--- src/hw/rtl/ppem_pkg.sv ---
// Package for the perfect power exponent mask block.
// Holds the sequencer state type, the shared-unit interface structs, constants and ppem_top_bit.
// No dependencies.
package ppem_pkg;

	localparam int unsigned MaxExponentsDefault = 32;
	localparam int unsigned MaskWidth           = 32;
	localparam int unsigned ValueWidth          = 32;
	localparam int unsigned MagWidth            = 31;
	localparam int unsigned RootBits            = 16;
	localparam int unsigned ProdWidth           = MagWidth + RootBits;
	localparam int unsigned CountWidth          = 6;
	localparam logic [CountWidth-1:0] CountReset = 6'd32;

	typedef enum logic [2:0] {
		ST_IDLE,
		ST_EXP,
		ST_CAND,
		ST_MUL,
		ST_CMP,
		ST_DONE
	} ppem_state_t;

	typedef struct packed {
		logic                en;
		logic [MagWidth-1:0] acc;
		logic [RootBits-1:0] base;
	} ppem_mul_ctl_t;

	typedef struct packed {
		logic                gt;
		logic                eq;
		logic [MagWidth-1:0] prod;
	} ppem_mul_sts_t;

	// Highest root bit that can matter for exponent e, since root^e < 2^31.
	function automatic logic [3:0] ppem_top_bit(input logic [CountWidth-1:0] e);
		logic [3:0] b;
		case (e) inside
			6'd2:          b = 4'd15;
			6'd3:          b = 4'd10;
			6'd4:          b = 4'd7;
			6'd5:          b = 4'd6;
			6'd6:          b = 4'd5;
			6'd7:          b = 4'd4;
			[6'd8:6'd10]:  b = 4'd3;
			[6'd11:6'd15]: b = 4'd2;
			[6'd16:6'd30]: b = 4'd1;
			default:       b = 4'd0;
		endcase
		return b;
	endfunction

endpackage

--- src/hw/rtl/ppem_mul.sv ---
// Shared multiply and compare unit of the perfect power exponent mask block.
// Registers acc * base, then compares the product against the tested value.
// Depends on ppem_pkg.
module ppem_mul
	import ppem_pkg::*;
(
	input  logic                clk,
	input  ppem_mul_ctl_t       ctl,
	input  logic [MagWidth-1:0] value,
	output ppem_mul_sts_t       sts
);

	logic [ProdWidth-1:0] prod_q;

	always_ff @(posedge clk) begin
		if (ctl.en) begin
			prod_q <= ProdWidth'(ctl.acc) * ProdWidth'(ctl.base);
		end
	end

	assign sts.gt   = prod_q > ProdWidth'(value);
	assign sts.eq   = prod_q == ProdWidth'(value);
	assign sts.prod = prod_q[MagWidth-1:0];

endmodule

--- src/hw/rtl/ppem_seq.sv ---
// Sequencer of the perfect power exponent mask block.
// Walks exponents, root bits and multiplications, driving the shared unit ppem_mul.
// Depends on ppem_pkg.
module ppem_seq
	import ppem_pkg::*;
#(
	parameter int unsigned MAX_EXPONENTS = MaxExponentsDefault
) (
	input  logic                  clk,
	input  logic                  arst_n,
	input  logic                  start,
	input  logic [ValueWidth-1:0] value,
	input  logic [CountWidth-1:0] count,
	input  logic                  out_free,
	input  ppem_mul_sts_t         sts,
	output ppem_mul_ctl_t         ctl,
	output logic [MagWidth-1:0]   value_mag,
	output logic                  ready,
	output logic                  done,
	output logic [MaskWidth-1:0]  mask
);

	localparam int unsigned Limit = (MAX_EXPONENTS < MaskWidth) ? MAX_EXPONENTS : MaskWidth;

	ppem_state_t           state_q, state_d;
	logic [MagWidth-1:0]   value_q;
	logic [CountWidth-1:0] cnt_q;
	logic [4:0]            idx_q;
	logic [3:0]            bit_q;
	logic [RootBits-1:0]   root_q;
	logic [RootBits-1:0]   cand_q;
	logic [MagWidth-1:0]   acc_q;
	logic [CountWidth-1:0] k_q;
	logic                  eq_q;
	logic [MaskWidth-1:0]  mask_q;

	logic [CountWidth-1:0] cnt_eff;
	logic                  trivial;
	logic [CountWidth-1:0] exp_w;
	logic [CountWidth-1:0] k_inc;
	logic                  more_mul;
	logic                  accept;
	logic                  eq_new;
	logic                  last_idx;

	assign cnt_eff  = (count > CountWidth'(Limit)) ? CountWidth'(Limit) : count;
	assign trivial  = value[ValueWidth-1] | (value == '0) | (cnt_eff == '0);
	assign exp_w    = CountWidth'(idx_q) + 6'd2;
	assign k_inc    = k_q + 6'd1;
	assign more_mul = !sts.gt && (k_inc != exp_w);
	assign accept   = !sts.gt && (k_inc == exp_w);
	assign eq_new   = eq_q | (accept & sts.eq);
	assign last_idx = (CountWidth'(idx_q) + 6'd1) == cnt_q;

	always_comb begin
		state_d = state_q;
		case (state_q)
			ST_IDLE: begin
				if (start) begin
					state_d = trivial ? ST_DONE : ST_EXP;
				end
			end
			ST_EXP:  state_d = ST_CAND;
			ST_CAND: state_d = ST_MUL;
			ST_MUL:  state_d = ST_CMP;
			ST_CMP: begin
				if (more_mul) begin
					state_d = ST_MUL;
				end else if (bit_q != 4'd0) begin
					state_d = ST_CAND;
				end else if (last_idx) begin
					state_d = ST_DONE;
				end else begin
					state_d = ST_EXP;
				end
			end
			ST_DONE: begin
				if (out_free) begin
					state_d = ST_IDLE;
				end
			end
			default: state_d = ST_IDLE;
		endcase
	end

	always_comb begin
		ready    = 1'b0;
		done     = 1'b0;
		ctl.en   = 1'b0;
		ctl.acc  = acc_q;
		ctl.base = cand_q;
		case (state_q)
			ST_IDLE: ready  = 1'b1;
			ST_MUL:  ctl.en = 1'b1;
			ST_DONE: done   = out_free;
			default: ;
		endcase
	end

	always_ff @(posedge clk or negedge arst_n) begin
		if (!arst_n) begin
			state_q <= ST_IDLE;
		end else begin
			state_q <= state_d;
		end
	end

	always_ff @(posedge clk) begin
		case (state_q)
			ST_IDLE: begin
				if (start) begin
					value_q <= value[MagWidth-1:0];
					cnt_q   <= cnt_eff;
					idx_q   <= '0;
					mask_q  <= '0;
				end
			end
			ST_EXP: begin
				bit_q  <= ppem_top_bit(exp_w);
				root_q <= '0;
				eq_q   <= 1'b0;
			end
			ST_CAND: begin
				cand_q <= root_q | (RootBits'(1) << bit_q);
				acc_q  <= MagWidth'(1);
				k_q    <= '0;
			end
			ST_CMP: begin
				if (more_mul) begin
					acc_q <= sts.prod;
					k_q   <= k_inc;
				end else begin
					if (accept) begin
						root_q <= cand_q;
					end
					eq_q <= eq_new;
					if (bit_q == 4'd0) begin
						mask_q[idx_q] <= eq_new;
						idx_q         <= idx_q + 5'd1;
					end else begin
						bit_q <= bit_q - 4'd1;
					end
				end
			end
			default: ;
		endcase
	end

	assign value_mag = value_q;
	assign mask      = mask_q;

endmodule

--- src/hw/rtl/perfect_power_exponent_mask.sv ---
// Top level of the perfect power exponent mask block.
// Holds the exponent count register and the output register; depends on ppem_pkg,
// ppem_seq and ppem_mul.
//
//   channel | signals                     | word
//   input   | s_tvalid s_tready s_tdata   | value, signed, bits 31:0
//   output  | m_tvalid m_tready m_tdata   | power_mask, bits 31:0
//   config  | cfg_valid cfg_ready cfg_data| exponent_count, bits 5:0
//
// A non-positive word, or one under a count of zero, goes straight to the final state.
// Otherwise each exponent e passes one EXP state, then for each of its root bits one
// CAND state and a MUL, CMP pair for every multiplication on the shared multiplier
// (at most e per bit), and the word ends in the DONE state.
// Reset clears the sequencer, the output valid flag and sets the count to 32.
// A new word is taken while a result waits; a stalled output holds the block in its
// final state.
module perfect_power_exponent_mask
	import ppem_pkg::*;
#(
	parameter int unsigned MAX_EXPONENTS = MaxExponentsDefault
) (
	input  logic                  clk,
	input  logic                  arst_n,
	input  logic                  s_tvalid,
	output logic                  s_tready,
	input  logic [ValueWidth-1:0] s_tdata,   // value
	output logic                  m_tvalid,
	input  logic                  m_tready,
	output logic [MaskWidth-1:0]  m_tdata,   // power_mask
	input  logic                  cfg_valid,
	output logic                  cfg_ready,
	input  logic [7:0]            cfg_data   // exponent_count in bits 5:0
);

	logic [CountWidth-1:0] exponent_count_q;
	logic                  out_valid_q;
	logic [MaskWidth-1:0]  out_data_q;
	logic                  out_free;
	logic                  seq_ready;
	logic                  seq_done;
	logic [MaskWidth-1:0]  seq_mask;
	logic [MagWidth-1:0]   value_mag;
	ppem_mul_ctl_t         mul_ctl;
	ppem_mul_sts_t         mul_sts;

	assign cfg_ready = 1'b1;
	assign out_free  = !out_valid_q || m_tready;
	assign s_tready  = seq_ready;
	assign m_tvalid  = out_valid_q;
	assign m_tdata   = out_data_q;

	always_ff @(posedge clk or negedge arst_n) begin
		if (!arst_n) begin
			exponent_count_q <= CountReset;
		end else if (cfg_valid && cfg_ready) begin
			exponent_count_q <= cfg_data[CountWidth-1:0];
		end
	end

	always_ff @(posedge clk or negedge arst_n) begin
		if (!arst_n) begin
			out_valid_q <= 1'b0;
		end else if (seq_done) begin
			out_valid_q <= 1'b1;
		end else if (m_tready) begin
			out_valid_q <= 1'b0;
		end
	end

	always_ff @(posedge clk) begin
		if (seq_done) begin
			out_data_q <= seq_mask;
		end
	end

	ppem_seq #(
		.MAX_EXPONENTS(MAX_EXPONENTS)
	) u_seq (
		.clk      (clk),
		.arst_n   (arst_n),
		.start    (s_tvalid && seq_ready),
		.value    (s_tdata),
		.count    (exponent_count_q),
		.out_free (out_free),
		.sts      (mul_sts),
		.ctl      (mul_ctl),
		.value_mag(value_mag),
		.ready    (seq_ready),
		.done     (seq_done),
		.mask     (seq_mask)
	);

	ppem_mul u_mul (
		.clk  (clk),
		.ctl  (mul_ctl),
		.value(value_mag),
		.sts  (mul_sts)
	);

`ifndef NO_ASSERTIONS
	a_done_needs_room: assert property (@(posedge clk) disable iff (!arst_n)
		seq_done |-> (!m_tvalid || m_tready))
		else $error("result finished while the output register was full");

	a_busy_after_accept: assert property (@(posedge clk) disable iff (!arst_n)
		(s_tvalid && s_tready) |=> !s_tready)
		else $error("input taken again right after an accepted word");

	a_mask_in_range: assert property (@(posedge clk) disable iff (!arst_n)
		m_tvalid |-> ((64'(m_tdata) >> exponent_count_q) == 64'd0))
		else $error("mask bit set beyond the exponent count");
`endif

endmodule

--- config.mk ---
export PLATFORM = sky130hd
export DESIGN_NAME = perfect_power_exponent_mask
export DESIGN_NICKNAME = d
export VERILOG_FILES = /design/src/hw/rtl/ppem_pkg.sv /design/src/hw/rtl/ppem_mul.sv /design/src/hw/rtl/ppem_seq.sv /design/src/hw/rtl/perfect_power_exponent_mask.sv
export SDC_FILE = /design/constraint.sdc
export NUM_CORES = 2
export LEC_CHECK = 0
export ABC_AREA = 1
export BUFFER_PORTS_ARGS = -buffer_cell sky130_fd_sc_hd__buf_2
export CAP_MARGIN = 20
export CORE_ASPECT_RATIO = 0.6
export CORE_MARGIN = 2
export CORE_UTILIZATION = 55
export CTS_BUF_LIST = sky130_fd_sc_hd__clkbuf_4
export DETAILED_ROUTE_END_ITERATION = 6
export GPL_TIMING_DRIVEN = 0
export PLACE_DENSITY = 0.7
export SLEW_MARGIN = 20
export SYNTH_ARGS = -nofsm -noshare
export SYNTH_HDL_FRONTEND = slang
export SYNTH_SLANG_ARGS = --single-unit
--- constraint.sdc ---
create_clock -name clk -period 7.6 [get_ports clk]
set_input_delay 0.76 -clock clk [delete_from_list [all_inputs] [get_ports clk]]
set_output_delay 0.76 -clock clk [all_outputs]
set_load 0.01 [all_outputs]
==> flow_metrics.py <==
metrics = {
    "floorplanning": {
        "std_cell_rows": 63,
        "coreArea_um2": 49400,
        "io_pins": 80,
        "die-area_um2": 51900,
        "die_width_um": 293,
        "initial_core_util": 0.557,
        "chipHeight_um": 177,
    },
    "routing": {
        "via_per_inst": 5.40,
        "routed_wl_um": 86300,
        "vias": 22200,
        "drt_iter0_drc": 2647,
        "antenna_left": 0,
        "wl_per_cell_um": 21.0,
        "drc": 0,
        "drt_first_pass_iters": 5,
    },
    "sta": {
        "rsz0062_at_grt": "false",
        "tns_ns": 0,
        "finClkSkew_ns": 0.0975,
        "worst_pin_slew_ns": 1.07,
        "fin_crit_ns": 7.37,
        "timing.final.crit_share": 0.970,
        "worst_slack_ns": 0.230,
        "slew_headroom": 0.286,
        "max_freq_ghz": 0.136,
        "finalHoldViolCount": 0,
        "slew_viol_final": 0,
        "finalSetupViolCount": 0,
    },
    "cells_and_area": {
        "fin_util": 0.600,
        "fin_nets": 4020,
        "area_delta_synth_final_pct": 7.80,
        "fill_cells": 4481,
        "drive_above_1_share": 0.0670,
    },
    "logic_synthesis": {
        "synth_fa_ha_area_frac": 0.368,
        "ys_warn_count": 0,
        "synth_ff_type": "edfxtp_1",
        "synth-compound-area-share": 0.0415,
        "synth_edf_count": 227,
        "synthSimpleGateAreaFrac": 0.174,
        "netlist_instances": 3258,
        "synth-seq-cells": 237,
        "postSynthAreaPerCell_um2": 8.45,
        "async_flop_share": 0.0422,
        "synth_top_family_by_area": "adder cells",
        "seq_area_frac_synth": 0.257,
        "synthMuxAreaShare": 0.000409,
        "synthXorXnorAreaFrac": 0.0165,
        "ys_types": 54,
        "syn_area_um2": 27500,
        "syn_nets": 3870,
    },
    "cts": {
        "clock-sinks": 237,
        "path_clk_slew_ns": 0.11,
        "clockRootBuffer": "clkbuf_4",
        "cts_tree": "built",
        "cts_max_path_buffers": 3,
        "clk_latency_ns": 0.80,
        "numCtsBuffers": 59,
        "post_cts.repair.setup_buffers": 0,
        "h-tree-depth": 2,
    },
    "worst_setup_path": {
        "start_kind": "flop",
        "cp.arrival_ns": 7.91,
        "endpoint_kind": "flop",
        "critPathMaxStageDelay_ns": 0.72,
        "cp.required_ns": 8.14,
        "cp_max_fo": 10,
        "setup.worst_path.class": "flop to flop",
        "critPathSlowestCell": "clkbuf_1",
        "worstPathCellList": "clkbuf_1 > clkbuf_1 > nand2_1 > fa_1 > fa_1 > fa_1 > fa_1 > inv_1 > fa_1 > inv_1 > fa_1 > inv_1 > ha_1 > nand2_1 > nor2_1 > inv_1 > nor3_1 > nand2_1 > nand2_1 > nand2_1 > nand2_1 > xor2_1",
    },
    "place": {
        "place_ws_ns": 0.532,
        "gp_routability_congestion": 0.999,
        "io_buffer_count": 76,
        "hpwlAfterDp_um": 72300,
    },
    "grt": {
        "grt_pass1_vias": 22400,
        "overflow": 0,
        "grt_max_degree": 32,
        "antenna_found_initial": 3,
        "grt_usage": 0.346,
        "grt_pass1_wl_um": 132000,
    },
    "hold_path": {
        "hold_path_class": "primary input to flop",
    },
    "run": {
        "drv_cap": 0,
    },
    "run_status": {
        "outcome": "finished, final reports clean",
    },
}
-- critical path: cells and delay by family (launching register included) --
| family | cells | cell delay, ns |
|---|---|---|
| adder cells (fa/ha/maj) | 7 | 3.69 |
| buffers and inverters | 6 | 1.48 |
| AND/OR/NAND/NOR | 8 | 1.25 |
| flip-flops | 1 | 0.34 |
| XOR/XNOR | 1 | 0.34 |
-- timing repair --
action | in CTS | in global routing
endpoints found under the setup margin | 0 | 1
hold buffers | 1 | 0
gates resized for setup | 0 | 2
hold endpoints to repair | 9 | 0
-- cell type report --
class / count / area, µm² / share of cell area
multi-input combinational: 1993 / 16600 / 0.558
sequential: 237 / 7070 / 0.238
inverter: 892 / 3350 / 0.113
tap: 650 / 813 / 0.0274
buffer: 136 / 592 / 0.0199
timing repair buffer: 89 / 566 / 0.0191
clock buffer: 74 / 556 / 0.0187
clock inverter: 27 / 160 / 0.00540
antenna: 3 / 7.51 / 0.000253
-- path summary, 6_finish.rpt --
check / slack (ns) / cells after the start / end / startpoint
setup reg to reg: 0.23 / 22 / u_mul.prod_q[19] / u_seq.acc_q[10]
min in group asynchronous: 0.41 / 2 / exponent_count_q[3] / arst_n
max in group asynchronous: 6.93 / 2 / exponent_count_q[5] / arst_n
hold reg to reg: 0.45 / 0 / m_tdata[17] / u_seq.mask[17]
setup / recovery: 0.23 / 22 / u_mul.prod_q[19] / u_seq.acc_q[10]
hold / removal: 0.17 / 1 / u_seq.value_mag[24] / s_tdata[24]
-- cells in the mapped netlist, types with 19 or more instances --
| master | number | area share |
|---|---|---|
| nor3_1 | 19 | 0.0035 |
| nor2_1 | 277 | 0.038 |
| nand3_1 | 73 | 0.013 |
| edfxtp_1 | 227 | 0.25 |
| nand3_2 | 19 | 0.0069 |
| a21oi_1 | 73 | 0.013 |
| clkbuf_1 | 122 | 0.017 |
| xor2_1 | 36 | 0.011 |
| o21bai_1 | 26 | 0.0071 |
| nand2_1 | 765 | 0.10 |
| fa_1 | 404 | 0.29 |
| o21ai_0 | 40 | 0.0073 |
| ha_1 | 163 | 0.074 |
| inv_1 | 888 | 0.12 |
-- state kept, by name (all words and copies together), names as in the netlist, 6 cells and up --
name / flops
m_tdata: 32
exponent_count_q: 6
u_seq.mask: 32
u_seq.cand_q: 16
u_seq.value_mag: 31
u_seq.k_q: 6
u_seq.cnt_q: 6
u_mul.prod_q: 47
u_seq.root_q: 16
u_seq.acc_q: 31
-- metal layers --
metal | vias up | global-route usage | routed length, µm
met5 | - | 0 | 0
met4 | 0 | 0.0771 | 2020
met3 | 125 | 0.146 | 14500
met2 | 1368 | 0.445 | 31600
met1 | 10800 | 0.532 | 38200
li1 | 9894 | - | -
-- cell families (layout without fill, tap and decap cells) --
kind of cell / after synthesis / in the layout
adder cells (fa/ha/maj): 567 / 567
AND/OR/NAND/NOR: 1182 / 1182
buffers and inverters: 1028 / 1218
XOR/XNOR: 52 / 52
multiplexers: 1 / 1
flip-flops: 237 / 237
AO/OA/AOI/OAI: 190 / 190
other: 1 / 4
-- metrics by stage --
stage / area (µm²) / std cells / hold slack, ns
2_1_floorplan: 27500 / 3258 / 0.427
3_3_place_gp: 28700 / 3984 / 0.437
4_1_cts: 29700 / 4098 / 0.131
3_5_place_dp: 28900 / 3996 / 0.438
5_1_grt: 29700 / 4100 / 0.105
6_report: 29700 / 4101 / 0.168
-- layout by cell type, fill, tap and decap left out, types with 5 or more instances in the layout --
master / n
inv_1: 888
nand2_1: 764
fa_1: 404
nor2_1: 274
edfxtp_1: 227
ha_1: 163
clkbuf_1: 121
buf_2: 77
clkbuf_4: 75
nand3_1: 73
a21oi_1: 72
o21ai_0: 40
xor2_1: 36
o21bai_1: 26
nand3_2: 19
nor3_1: 18
o21a_1: 18
xnor2_1: 16
clkinv_1: 15
a31oi_1: 10
buf_4: 9
clkinv_2: 9
dfrtp_1: 9
nand4_1: 7
a21o_1: 6
nor4_1: 6
or2_2: 5
buf_12: 5
Power is left out: the tool's default activity adds up to more than one toggle a clock period on the data nets, which glitch-free logic cannot reach.
